File: src/rtl/core/assert_macros.svh
// Assertion macros shared by the primality test modules.
`ifndef ASSERT_MACROS_SVH
`define ASSERT_MACROS_SVH

// Checked at every rising edge outside reset.
`define PT_ASSERT(lbl, clk, rst, prop, msg) \
   lbl: assert property (@(posedge clk) disable iff (rst) prop) else $error(msg);

// Checked at every rising edge, reset included.
`define PT_ASSERT_ALWAYS(lbl, clk, prop, msg) \
   lbl: assert property (@(posedge clk) prop) else $error(msg);

`endif

File: src/rtl/core/pt64_pkg.sv
// Shared constants, types and witness tables of the primality test.
package pt64_pkg;

   localparam int WORD_BITS = 64;
   localparam logic [63:0] WORD_MASK = 64'hFFFF_FFFF_FFFF_FFFF >> (64 - WORD_BITS);
   localparam logic [3:0] LAST_SET = 4'd11;

   typedef struct packed {
      logic busy;
      logic done;
   } mm_status_type;

   function automatic logic [63:0] set_bound(input logic [3:0] k);
      logic [63:0] v;
      case (k)
         4'd0:    v = 64'd2047;
         4'd1:    v = 64'd1373653;
         4'd2:    v = 64'd9080191;
         4'd3:    v = 64'd25326001;
         4'd4:    v = 64'd3215031751;
         4'd5:    v = 64'd4759123141;
         4'd6:    v = 64'd1122004669633;
         4'd7:    v = 64'd2152302898747;
         4'd8:    v = 64'd3474749660383;
         4'd9:    v = 64'd341550071728321;
         4'd10:   v = 64'd3825123056546413051;
         default: v = 64'hFFFF_FFFF_FFFF_FFFF;
      endcase
      return v;
   endfunction

   function automatic logic [3:0] set_count(input logic [3:0] k);
      logic [3:0] c;
      case (k)
         4'd0:    c = 4'd1;
         4'd1:    c = 4'd2;
         4'd2:    c = 4'd2;
         4'd3:    c = 4'd3;
         4'd4:    c = 4'd4;
         4'd5:    c = 4'd3;
         4'd6:    c = 4'd4;
         4'd7:    c = 4'd5;
         4'd8:    c = 4'd6;
         4'd9:    c = 4'd7;
         4'd10:   c = 4'd9;
         default: c = 4'd12;
      endcase
      return c;
   endfunction

   function automatic logic [20:0] small_prime(input logic [3:0] i);
      logic [20:0] p;
      case (i)
         4'd0:    p = 21'd2;
         4'd1:    p = 21'd3;
         4'd2:    p = 21'd5;
         4'd3:    p = 21'd7;
         4'd4:    p = 21'd11;
         4'd5:    p = 21'd13;
         4'd6:    p = 21'd17;
         4'd7:    p = 21'd19;
         4'd8:    p = 21'd23;
         4'd9:    p = 21'd29;
         4'd10:   p = 21'd31;
         default: p = 21'd37;
      endcase
      return p;
   endfunction

   function automatic logic [20:0] witness(input logic [3:0] k, input logic [3:0] i);
      logic [20:0] w;
      case (k)
         4'd2:    w = (i == 4'd0) ? 21'd31 : 21'd73;
         4'd5: begin
            case (i)
               4'd0:    w = 21'd2;
               4'd1:    w = 21'd7;
               default: w = 21'd61;
            endcase
         end
         4'd6: begin
            case (i)
               4'd0:    w = 21'd2;
               4'd1:    w = 21'd13;
               4'd2:    w = 21'd23;
               default: w = 21'd1662803;
            endcase
         end
         default: w = small_prime(i);
      endcase
      return w;
   endfunction

endpackage

File: src/rtl/core/primality_test_64.sv
// Top level of the deterministic 64-bit primality test.
// Usage: an item enters on req_valid/req_candidate and is accepted at an edge
// where req_valid is high and req_stall is low. One item is worked on at a
// time; req_stall stays high from acceptance until the answer is written to
// the output register. The answer leaves on rsp_valid/rsp_is_prime and is
// taken at an edge where rsp_valid is high and rsp_stall is low.
// Values below 4 and multiples of two answer without the scan or any round.
// Otherwise a residue-mod-3 scan runs, then factors of two are stripped from n-1,
// the witness set is picked, and then the witness rounds run. Each round uses
// the shared bit-serial multiplier for its modular products; a round needs up
// to about 128 products.
// A result waiting under rsp_stall holds, and the next item is accepted while
// it waits; a finished answer then waits until the register is free.
// Reset is synchronous and active high; it empties the output register and
// returns the block to idle.
`include "assert_macros.svh"

module primality_test_64 (
   input  logic        clock,
   input  logic        reset,
   input  logic        req_valid,
   output logic        req_stall,
   input  logic [63:0] req_candidate,
   output logic        rsp_valid,
   input  logic        rsp_stall,
   output logic        rsp_is_prime
);

   localparam logic [3:0] ST_IDLE    = 4'd0;
   localparam logic [3:0] ST_MOD3    = 4'd1;
   localparam logic [3:0] ST_SPLIT   = 4'd2;
   localparam logic [3:0] ST_SEL     = 4'd3;
   localparam logic [3:0] ST_WSTART  = 4'd4;
   localparam logic [3:0] ST_PLOOP   = 4'd5;
   localparam logic [3:0] ST_WAIT_R  = 4'd6;
   localparam logic [3:0] ST_ISSUE_B = 4'd7;
   localparam logic [3:0] ST_WAIT_B  = 4'd8;
   localparam logic [3:0] ST_CHECK   = 4'd9;
   localparam logic [3:0] ST_SQLOOP  = 4'd10;
   localparam logic [3:0] ST_WAIT_X  = 4'd11;
   localparam logic [3:0] ST_PASS    = 4'd12;
   localparam logic [3:0] ST_OUT     = 4'd13;

   logic [3:0]  st_ff, st_in;
   logic [63:0] n_ff, n_in;
   logic [63:0] d_ff, d_in;
   logic [63:0] e_ff, e_in;
   logic [63:0] r_ff, r_in;
   logic [63:0] b_ff, b_in;
   logic [6:0]  s_ff, s_in;
   logic [6:0]  rc_ff, rc_in;
   logic [5:0]  cnt_ff, cnt_in;
   logic [1:0]  r3_ff, r3_in;
   logic [3:0]  set_ff, set_in;
   logic [3:0]  wi_ff, wi_in;
   logic        res_ff, res_in;
   logic        rsp_valid_ff, rsp_valid_in;
   logic        rsp_prime_ff, rsp_prime_in;

   logic        accept;
   logic [63:0] cand;
   logic [63:0] n_less1;
   logic [2:0]  r3_sum;
   logic [1:0]  r3_next;
   logic        mul_start;
   logic [63:0] mul_a;
   logic [63:0] mul_b;
   logic [63:0] mul_p;
   pt64_pkg::mm_status_type mul_st;
   logic        in_wait;
   logic [3:0]  wit_count;

   pt64_mulmod u_mulmod (
      .clock   (clock),
      .reset   (reset),
      .start   (mul_start),
      .op_a    (mul_a),
      .op_b    (mul_b),
      .modulus (n_ff),
      .status  (mul_st),
      .product (mul_p)
   );

   assign req_stall = (st_ff != ST_IDLE);
   assign accept    = req_valid && !req_stall;
   assign cand      = req_candidate & pt64_pkg::WORD_MASK;
   assign n_less1   = {n_ff[63:1], 1'b0};
   assign in_wait   = st_ff inside {ST_WAIT_R, ST_WAIT_B, ST_WAIT_X};
   assign wit_count = pt64_pkg::set_count(set_ff);

   always_comb begin
      r3_sum = {r3_ff, 1'b0} + {2'b00, n_ff[cnt_ff]};
      case (r3_sum)
         3'd0, 3'd3: r3_next = 2'd0;
         3'd1, 3'd4: r3_next = 2'd1;
         3'd2, 3'd5: r3_next = 2'd2;
         default:    r3_next = 2'd0;
      endcase
   end

   always_comb begin
      mul_start = 1'b0;
      mul_a     = b_ff;
      mul_b     = b_ff;
      case (st_ff)
         ST_PLOOP: begin
            mul_start = (e_ff != 64'd0);
            if (e_ff[0]) begin
               mul_a = r_ff;
            end
         end
         ST_ISSUE_B: mul_start = 1'b1;
         ST_SQLOOP: begin
            mul_start = (rc_ff < s_ff);
            mul_a     = r_ff;
            mul_b     = r_ff;
         end
         default: mul_start = 1'b0;
      endcase
   end

   always_comb begin
      st_in  = st_ff;
      n_in   = n_ff;
      d_in   = d_ff;
      e_in   = e_ff;
      r_in   = r_ff;
      b_in   = b_ff;
      s_in   = s_ff;
      rc_in  = rc_ff;
      cnt_in = cnt_ff;
      r3_in  = r3_ff;
      set_in = set_ff;
      wi_in  = wi_ff;
      res_in = res_ff;
      rsp_valid_in = rsp_valid_ff && rsp_stall;
      rsp_prime_in = rsp_prime_ff;
      case (st_ff)
         ST_IDLE: begin
            if (accept) begin
               n_in = cand;
               if (cand < 64'd2) begin
                  res_in = 1'b0;
                  st_in  = ST_OUT;
               end else if (cand <= 64'd3) begin
                  res_in = 1'b1;
                  st_in  = ST_OUT;
               end else if (!cand[0]) begin
                  res_in = 1'b0;
                  st_in  = ST_OUT;
               end else begin
                  r3_in  = 2'd0;
                  cnt_in = 6'd63;
                  st_in  = ST_MOD3;
               end
            end
         end
         ST_MOD3: begin
            r3_in = r3_next;
            if (cnt_ff == 6'd0) begin
               if (r3_next == 2'd0) begin
                  res_in = 1'b0;
                  st_in  = ST_OUT;
               end else begin
                  d_in  = n_less1;
                  s_in  = 7'd0;
                  st_in = ST_SPLIT;
               end
            end else begin
               cnt_in = cnt_ff - 6'd1;
            end
         end
         ST_SPLIT: begin
            if (!d_ff[0]) begin
               d_in = {1'b0, d_ff[63:1]};
               s_in = s_ff + 7'd1;
            end else begin
               set_in = 4'd0;
               st_in  = ST_SEL;
            end
         end
         ST_SEL: begin
            if (set_ff == pt64_pkg::LAST_SET || n_ff < pt64_pkg::set_bound(set_ff)) begin
               wi_in = 4'd0;
               st_in = ST_WSTART;
            end else begin
               set_in = set_ff + 4'd1;
            end
         end
         ST_WSTART: begin
            r_in  = 64'd1;
            b_in  = {43'd0, pt64_pkg::witness(set_ff, wi_ff)};
            e_in  = d_ff;
            st_in = ST_PLOOP;
         end
         ST_PLOOP: begin
            if (e_ff == 64'd0) begin
               st_in = ST_CHECK;
            end else if (e_ff[0]) begin
               st_in = ST_WAIT_R;
            end else begin
               st_in = ST_WAIT_B;
            end
         end
         ST_WAIT_R: begin
            if (mul_st.done) begin
               r_in  = mul_p;
               st_in = ST_ISSUE_B;
            end
         end
         ST_ISSUE_B: st_in = ST_WAIT_B;
         ST_WAIT_B: begin
            if (mul_st.done) begin
               b_in  = mul_p;
               e_in  = {1'b0, e_ff[63:1]};
               st_in = ST_PLOOP;
            end
         end
         ST_CHECK: begin
            if (r_ff == 64'd1 || r_ff == n_less1) begin
               st_in = ST_PASS;
            end else begin
               rc_in = 7'd1;
               st_in = ST_SQLOOP;
            end
         end
         ST_SQLOOP: begin
            if (rc_ff < s_ff) begin
               st_in = ST_WAIT_X;
            end else begin
               res_in = 1'b0;
               st_in  = ST_OUT;
            end
         end
         ST_WAIT_X: begin
            if (mul_st.done) begin
               r_in = mul_p;
               if (mul_p == n_less1) begin
                  st_in = ST_PASS;
               end else if (mul_p == 64'd1) begin
                  res_in = 1'b0;
                  st_in  = ST_OUT;
               end else begin
                  rc_in = rc_ff + 7'd1;
                  st_in = ST_SQLOOP;
               end
            end
         end
         ST_PASS: begin
            if (wi_ff + 4'd1 == pt64_pkg::set_count(set_ff)) begin
               res_in = 1'b1;
               st_in  = ST_OUT;
            end else begin
               wi_in = wi_ff + 4'd1;
               st_in = ST_WSTART;
            end
         end
         ST_OUT: begin
            if (!rsp_valid_ff || !rsp_stall) begin
               rsp_valid_in = 1'b1;
               rsp_prime_in = res_ff;
               st_in        = ST_IDLE;
            end
         end
         default: st_in = ST_IDLE;
      endcase
   end

   always_ff @(posedge clock) begin
      n_ff   <= n_in;
      d_ff   <= d_in;
      e_ff   <= e_in;
      r_ff   <= r_in;
      b_ff   <= b_in;
      s_ff   <= s_in;
      rc_ff  <= rc_in;
      cnt_ff <= cnt_in;
      r3_ff  <= r3_in;
      set_ff <= set_in;
      wi_ff  <= wi_in;
      res_ff <= res_in;
      rsp_prime_ff <= rsp_prime_in;
      if (reset) begin
         st_ff        <= ST_IDLE;
         rsp_valid_ff <= 1'b0;
      end else begin
         st_ff        <= st_in;
         rsp_valid_ff <= rsp_valid_in;
      end
   end

   assign rsp_valid    = rsp_valid_ff;
   assign rsp_is_prime = rsp_prime_ff;

   `PT_ASSERT(a_done_waits, clock, reset, mul_st.done |-> in_wait, "product outside a wait")
   `PT_ASSERT(a_wit_range, clock, reset, (st_ff == ST_WSTART) |-> (wi_ff < wit_count), "bad witness")
   `PT_ASSERT(a_d_odd, clock, reset, (st_ff == ST_PLOOP || st_ff == ST_CHECK) |-> d_ff[0], "d even")
   `PT_ASSERT(a_idle_free, clock, reset, (st_ff == ST_IDLE) |-> !mul_st.busy, "multiplier busy")

endmodule

File: src/rtl/core/pt64_mulmod.sv
// Bit-serial modular multiplier by double and add, a doubling step then an add step per multiplier bit.
`include "assert_macros.svh"

module pt64_mulmod (
   input  logic                   clock,
   input  logic                   reset,
   input  logic                   start,
   input  logic [63:0]            op_a,
   input  logic [63:0]            op_b,
   input  logic [63:0]            modulus,
   output pt64_pkg::mm_status_type status,
   output logic [63:0]            product
);

   logic [63:0] a_ff, a_in;
   logic [63:0] b_ff, b_in;
   logic [63:0] m_ff, m_in;
   logic [63:0] acc_ff, acc_in;
   logic [5:0]  cnt_ff, cnt_in;
   logic        phase_ff, phase_in;
   logic        busy_ff, busy_in;
   logic        done_ff, done_in;
   logic [63:0] addend;
   logic [63:0] room;
   logic [63:0] sum;

   always_comb begin
      addend = phase_ff ? a_ff : acc_ff;
      room   = m_ff - addend;
      sum    = (acc_ff >= room) ? (acc_ff - room) : (acc_ff + addend);
   end

   always_comb begin
      a_in     = a_ff;
      b_in     = b_ff;
      m_in     = m_ff;
      acc_in   = acc_ff;
      cnt_in   = cnt_ff;
      phase_in = phase_ff;
      busy_in  = busy_ff;
      done_in  = 1'b0;
      if (start) begin
         a_in     = op_a;
         b_in     = op_b;
         m_in     = modulus;
         acc_in   = '0;
         cnt_in   = 6'd63;
         phase_in = 1'b0;
         busy_in  = 1'b1;
      end else if (busy_ff) begin
         if (!phase_ff) begin
            acc_in   = sum;
            phase_in = 1'b1;
         end else begin
            if (b_ff[63]) begin
               acc_in = sum;
            end
            b_in     = {b_ff[62:0], 1'b0};
            phase_in = 1'b0;
            if (cnt_ff == 6'd0) begin
               busy_in = 1'b0;
               done_in = 1'b1;
            end else begin
               cnt_in = cnt_ff - 6'd1;
            end
         end
      end
   end

   always_ff @(posedge clock) begin
      a_ff     <= a_in;
      b_ff     <= b_in;
      m_ff     <= m_in;
      acc_ff   <= acc_in;
      cnt_ff   <= cnt_in;
      phase_ff <= phase_in;
      if (reset) begin
         busy_ff <= 1'b0;
         done_ff <= 1'b0;
      end else begin
         busy_ff <= busy_in;
         done_ff <= done_in;
      end
   end

   assign status.busy = busy_ff;
   assign status.done = done_ff;
   assign product     = acc_ff;

   `PT_ASSERT(a_start_idle, clock, reset, start |-> !busy_ff, "start while busy")
   `PT_ASSERT(a_done_free, clock, reset, done_ff |-> !busy_ff, "done while busy")
   `PT_ASSERT(a_start_busy, clock, reset, start |=> busy_ff, "start did not set busy")

endmodule

File: config.mk
export PLATFORM = sky130hd
export DESIGN_NAME = primality_test_64
export DESIGN_NICKNAME = d
export VERILOG_FILES = /design/src/rtl/core/pt64_pkg.sv /design/src/rtl/core/primality_test_64.sv /design/src/rtl/core/pt64_mulmod.sv
export VERILOG_INCLUDE_DIRS = /design/src /design/src/rtl/core
export SDC_FILE = /design/constraint.sdc
export NUM_CORES = 2
export LEC_CHECK = 0
export BUFFER_PORTS_ARGS = -buffer_cell sky130_fd_sc_hd__buf_2
export CAP_MARGIN = 20
export CORE_ASPECT_RATIO = 1.75
export CORE_UTILIZATION = 45
export DETAILED_ROUTE_END_ITERATION = 12
export SYNTH_ARGS = -nofsm -noshare
export SYNTH_HDL_FRONTEND = slang
export SYNTH_SLANG_ARGS = --single-unit
File: constraint.sdc
create_clock -name clock -period 13.36 [get_ports clock]
set_input_delay 2.004 -clock clock [delete_from_list [all_inputs] [get_ports clock]]
set_output_delay 2.004 -clock clock [all_outputs]
set_load 0.005 [all_outputs]
After elaboration in Yosys (flattened, before gate mapping)
Memory sizes are Yosys's and may differ from the RTL's. A register that Yosys moved wholly into a read port is not among the register bits.
Index checks and enable logic that the tools add are counted.

cells by class
  add/sub/neg operators = 10
  order comparisons = 6
  equality and inequality tests = 54
  mux-type cells = 98
  bitwise operators = 3
  reductions and logical operators = 46

operators with widths
  operator                                                          count
  two-way mux 64 bit                                                15
  one-hot mux 64 bit (2 select lines)                               5
  equality test 64 x 1 -> 1 bit (second input constant)             2
  equality test 64 bit                                              2
  subtractor 64 bit                                                 2
  one-hot mux 21 bit (3 select lines)                               2
  two-way mux 4 bit                                                 23
  adder 64 bit                                                      1
  greater-or-equal comparator 64 bit                                1
  less-or-equal comparator 64 x 2 -> 1 bit (second input constant)  1
  logical NOT 64 bit                                                1
  less-than comparator 64 x 2 -> 1 bit (second input constant)      1
  less-than comparator 64 bit                                       1
  nonzero test 64 bit                                               1
  two-way mux 7 bit                                                 8
  one-hot mux 4 bit (14 select lines)                               1
  != test 2 bit (second input constant)                             19
  two-way mux 6 bit                                                 5
  equality test 4 bit (second input constant)                       7
  one-hot mux 7 bit (2 select lines)                                2
  equality test 4 x 3 -> 1 bit (second input constant)              6
  one-hot mux 6 bit (2 select lines)                                2
  two-way mux 1 bit                                                 20
  nonzero test 2 bit                                                9
  other kinds (39)                                                  80

word-level totals
  flip-flop bits (word level) = 622
  memory bits (read-only) = 1168
  input port bits = 68
  output and inout port bits = 3
  word-level logic and storage cells = 244
  memories = 3

memory list
  name              depth  bits a word  read ports  clocked after Yosys merged registers in  wr ports  line            source
  (name not given)  16     63           1           1                                        0         pt64_pkg.sv:15  case (k)
  (name not given)  16     6            1           1                                        0         pt64_pkg.sv:53  case (i)
  (name not given)  16     4            1           1                                        0         pt64_pkg.sv:34  case (k)

Longest topological paths before layout
  word-level depth = 10
  depth in mapped cells = 35
  depth with buffers taken out = 30

Hierarchy
A second synthesis with hierarchy kept.

second synthesis, totals
  cell total of the unflattened synthesis = 4476
  area, all modules = 44024.7 um^2

by module, submodules not included
  module             times used  cells an instance  area each (um^2)  sequential area each (um^2)
  primality_test_64  1           2077               22529.1           11671.2
  pt64_mulmod        1           2399               21495.6           7226.9

Worst setup path after synthesis
No wires, ideal clock.

  path kind = flip-flop to flip-flop
  start = reg st_ff[3]
  end = reg b_ff[0] (enable)
  arrival = 9.540 ns
  data required time = 12.588 ns
  setup slack = 3.048 ns
  cell stages (with the launch flop) = 6
  buffers on the path = 1
  clock period less this slack = 10.312 ns
  cells stage by stage = dfxtp_1 clkbuf_1 inv_1 nor2_1 a21oi_1 nor3_1

between the ends
  longest elaborated chain between the ends = 3
  elaborated cells between the ends (all ways) = 5
  those cells by class = eq/ne (3); reduce/logical (2)

ends and longest elaborated chain
  item                                                                                  line                      source
  from (decl)                                                                           primality_test_64.sv:44   logic [3:0] st_ff, st_in;
  from (signal assigned)                                                                primality_test_64.sv:287  st_ff <= st_in;
  equality test 4 bit / equality test 4 x 3 -> 1 bit (equally long branches)            primality_test_64.sv:138  case (st_ff)
  != test 2 x 1 -> 1 bit (no source line) / nonzero test 2 bit (equally long branches)  --
  AND reduction 2 bit (no source line) (*)                                              --
  to (signal assigned)                                                                  primality_test_64.sv:274  b_ff <= b_in;
  to (decl)                                                                             primality_test_64.sv:49   logic [63:0] b_ff, b_in;

Every way passes the cells marked *; elsewhere a longest branch is shown, timed or not.
A chain may end at the register's enable or synchronous reset.

Final worst setup path
  start = reg u_mulmod.phase_ff
  end = reg u_mulmod.acc_ff[51], in the netlist u_mulmod.product[51]

between the ends
  longest elaborated chain between the ends = 6
  elaborated cells between the ends (all ways) = 10
  those cells by class = add/sub (3); order compare (1); eq/ne (1); mux (4); reduce/logical (1)

ends and longest elaborated chain
  item                                                                            line               source
  from (decl)                                                                     pt64_mulmod.sv:20  logic phase_ff, phase_in;
  from (signal assigned)                                                          pt64_mulmod.sv:76  phase_ff <= phase_in;
  two-way mux 64 bit                                                              pt64_mulmod.sv:28  addend = phase_ff ? a_ff : acc_ff;
  subtractor 64 bit                                                               pt64_mulmod.sv:29  room = m_ff - addend;
  subtractor 64 bit / greater-or-equal comparator 64 bit (equally long branches)  pt64_mulmod.sv:30  sum = (acc_ff >= room) ? (acc_ff - room) : (acc_ff + addend);
  two-way mux 64 bit                                                              pt64_mulmod.sv:30
  two-way mux 64 bit                                                              pt64_mulmod.sv:55  if (b_ff[63]) begin
  two-way mux 64 bit                                                              pt64_mulmod.sv:51  if (!phase_ff) begin
  to (signal assigned)                                                            pt64_mulmod.sv:74  acc_ff <= acc_in;
  to (decl)                                                                       pt64_mulmod.sv:18  logic [63:0] acc_ff, acc_in;

Parallel ways exist; a longest one is shown, timed or not. The select of a mux whose other input is x is not followed.

==> results.toml <==
[synth]
synthArstFlopShare = 0
syn_nets = 4914
synth_area_per_cell_um2 = 9.469
ys.flop_type = "edfxtp_1"
ys_ff_latch = 672
synth-edff-count = 544
ys_seq_area_frac = 0.4374
syn_area_um2 = 43210
syn-instance-count = 4563
yosysWarnings = 0
synth.distinct_cells = 102

[clocking]
cts_tree = "done"
post-cts-setup-buffers = 0
root_buffer = "clkbuf_16"
numCtsBuffers = 67
clkLatencyLatePin_ns = 0.68
holdBufCountCts = 0
h-tree-depth = 3
post_cts_resized = 0
clock-sinks = 672
cts_buffer_depth = 3
clk_pin_slew_ns = 0.07

[placement]
gp_congestion = 0.9809
hpwl_um = 116700
io_buffers = 70

[routing]
drc = 0
dr.pass1.iters = 6
wl_per_cell_um = 26.91
wl_um = 156300
drtIter0Drc = 2908
viasPerCell = 6.178
via_count = 35897
drtAntennaViolNets = 0

[timing]
rsz0062_at_grt = "no"
hold_viol = 0
tns_ns = 0
layout_min_cycle_time_ns = 8.942
skew_ns = 0.02242
period_share = 0.6693
drv_slew = 0
tightestPinTransition_ns = 1.226
max_freq_ghz = 0.1118
slew_headroom = 0.1752
final-setup-viol-count = 0

[floorplanning]
rows = 150
core_um2 = 95340
pin_count = 71
start_util = 0.4532
die_w_um = 236.2
fp.dieH_um = 411.9
die-area_um2 = 97310

[global_routing]
antenna_found_initial = 3
grt_usage = 0.3179
gr-total-overflow = 0
grt_pass1_wl_um = 228100
grt_pass1_vias = 35434
grt_max_degree = 169

[worst_setup_path]
crit_slowest_cell = "buf_4"
critPathKind = "register to register"
required_ns = 13.96
endpoint_kind = "register"
critPathArrivalTime_ns = 9.54
start_kind = "register"
path_max_fanout = 83
worst_path_largest_cell_delay_ns = 0.78

[run_status]
outcome = "completed"

[hold_path]
hp-class = "register to register"

[job]
drv_cap = 0

[layout]
drive_gt1_frac = 0.08491
area_delta_synth_final_pct = 9.093
final_nets = 4891
-- worst max-delay path: cells and delay by family, from the launching register on --
family / cells / cell delay, ns
AO/OA/AOI/OAI: 16 / 3.92
XOR/XNOR: 1 / 0.23
adder cells (fa/ha/maj): 2 / 0.72
buffers and inverters: 3 / 1.39
flip-flops: 1 / 0.70
AND/OR/NAND/NOR: 6 / 1.84
-- final cells by class --
type,instances,area (um2)
fill,8993,48210
multi-input combinational,3435,22690
sequential,672,18900
clock buffer,81,1789
tap,1216,1521
timing repair buffer,135,870.8
inverter,229,867.1
clock inverter,41,496.7
antenna,1,2.502
-- sequential cells by signal, indices dropped and copies added, names as in the netlist, 2 cells and up, named ones only --
register / flops
u_mulmod.b_ff: 64
r_ff: 64
rc_ff: 7
e_ff: 64
set_ff: 4
d_ff: 64
s_ff: 7
u_mulmod.cnt_ff: 6
u_mulmod.m_ff: 64
u_mulmod.a_ff: 64
r3_ff: 2
u_mulmod.product: 64
n_ff: 64
cnt_ff: 6
b_ff: 64
st_ff: 4
wi_ff: 4
-- cells in the final DEF, fill, tap and decap left out, types with 19 or more instances in the layout --
| cell type | instances |
|---|---|
| o21bai_1 | 34 |
| ha_1 | 280 |
| xor2_1 | 115 |
| edfxtp_1 | 544 |
| buf_4 | 63 |
| o22ai_1 | 19 |
| inv_1 | 227 |
| nor4_1 | 90 |
| nor2b_1 | 23 |
| clkbuf_16 | 67 |
| nor2_1 | 331 |
| mux4_2 | 20 |
| o21ai_1 | 55 |
| a21o_1 | 172 |
| and3_1 | 20 |
| a31oi_1 | 86 |
| xnor2_1 | 172 |
| mux2i_1 | 54 |
| nor3_1 | 51 |
| mux2_2 | 65 |
| nand2b_1 | 86 |
| o211ai_1 | 22 |
| a21boi_0 | 23 |
| nand3_1 | 58 |
| o21ai_0 | 219 |
| and2_1 | 109 |
| a211oi_1 | 57 |
| dfxtp_1 | 127 |
| a21oi_1 | 322 |
| buf_2 | 70 |
| nand2_1 | 610 |
| nand4_1 | 104 |
-- Yosys cell counts, drive strengths merged (8+ instances only) --
library cell,n,area share
buf,28,0.0034
dfxtp,128,0.059
and2,109,0.016
a211oi,58,0.010
o21a,16,0.0028
edfxtp,544,0.38
o211ai,22,0.0038
o22ai,19,0.0028
o31ai,17,0.0030
mux2,67,0.018
a21oi,325,0.038
nand2b,86,0.012
and3,21,0.0030
nand2,617,0.054
inv,229,0.020
mux2i,54,0.013
o21ai,280,0.033
clkbuf,199,0.017
nor4,93,0.013
a22o,9,0.0018
nor2b,23,0.0033
nand4,104,0.015
o21bai,36,0.0064
ha,280,0.081
a31oi,90,0.014
a21boi,26,0.0045
xnor2,172,0.035
or3,14,0.0020
nor3,54,0.0064
a211o,10,0.0020
or2,8,0.0012
a221oi,16,0.0032
nor2,335,0.029
a21o,172,0.030
xor2,115,0.023
nand3,58,0.0067
mux4,20,0.010
-- through the flow --
stage               area, um2  std cells  setup slack [ns]    util  hold slack [ns]
global route            47130       5809             3.646  0.4944           0.4625
floorplan               43210       4563             3.048       -           0.4003
CTS                     47110       5808             4.424  0.4941           0.4426
global placement        44820       5686             4.563  0.4701           0.4201
finish                  47140       5810             4.418  0.4944           0.4373
detailed placement      44820       5686             4.467  0.4701           0.4081
-- per-layer routing --
| metal | vias up | GRT usage | wire length, um |
|---|---|---|---|
| li1 | 16538 | - | - |
| met1 | 17445 | 0.3498 | 57070 |
| met2 | 1446 | 0.5616 | 77910 |
| met3 | 468 | 0.04197 | 8776 |
| met4 | 0 | 0.2320 | 12580 |
| met5 | - | 0 | 0 |
-- kinds of logic (layout without fill, tap and decap cells) --
logic type,count (synthesis),in the layout,synth area share
buf+inv,456,486,0.04060
flops,672,672,0.4374
other cells,0,1,0
compound gates,1175,1175,0.1729
xor+xnor,287,287,0.05818
fa+ha+maj,283,283,0.08247
simple gates,1549,1549,0.1680
mux,141,141,0.04048
-- final timing paths --
path | start | to | slack (ns) | depth (start not counted)
min | res_ff$_DFFE_PP_ | rsp_is_prime$_DFFE_PP_ | 0.44 | 0
max | u_mulmod.phase_ff$_SDFFE_PP0P_ | u_mulmod.product[51]$_SDFFE_PP0P_ | 4.42 | 28
max reg2reg | u_mulmod.phase_ff$_SDFFE_PP0P_ | u_mulmod.product[51]$_SDFFE_PP0P_ | 4.42 | 28
min reg2reg | res_ff$_DFFE_PP_ | rsp_is_prime$_DFFE_PP_ | 0.44 | 0
Power is not shown: default switching activity piles up to over one toggle a cycle in this logic, so the estimate is an artifact.
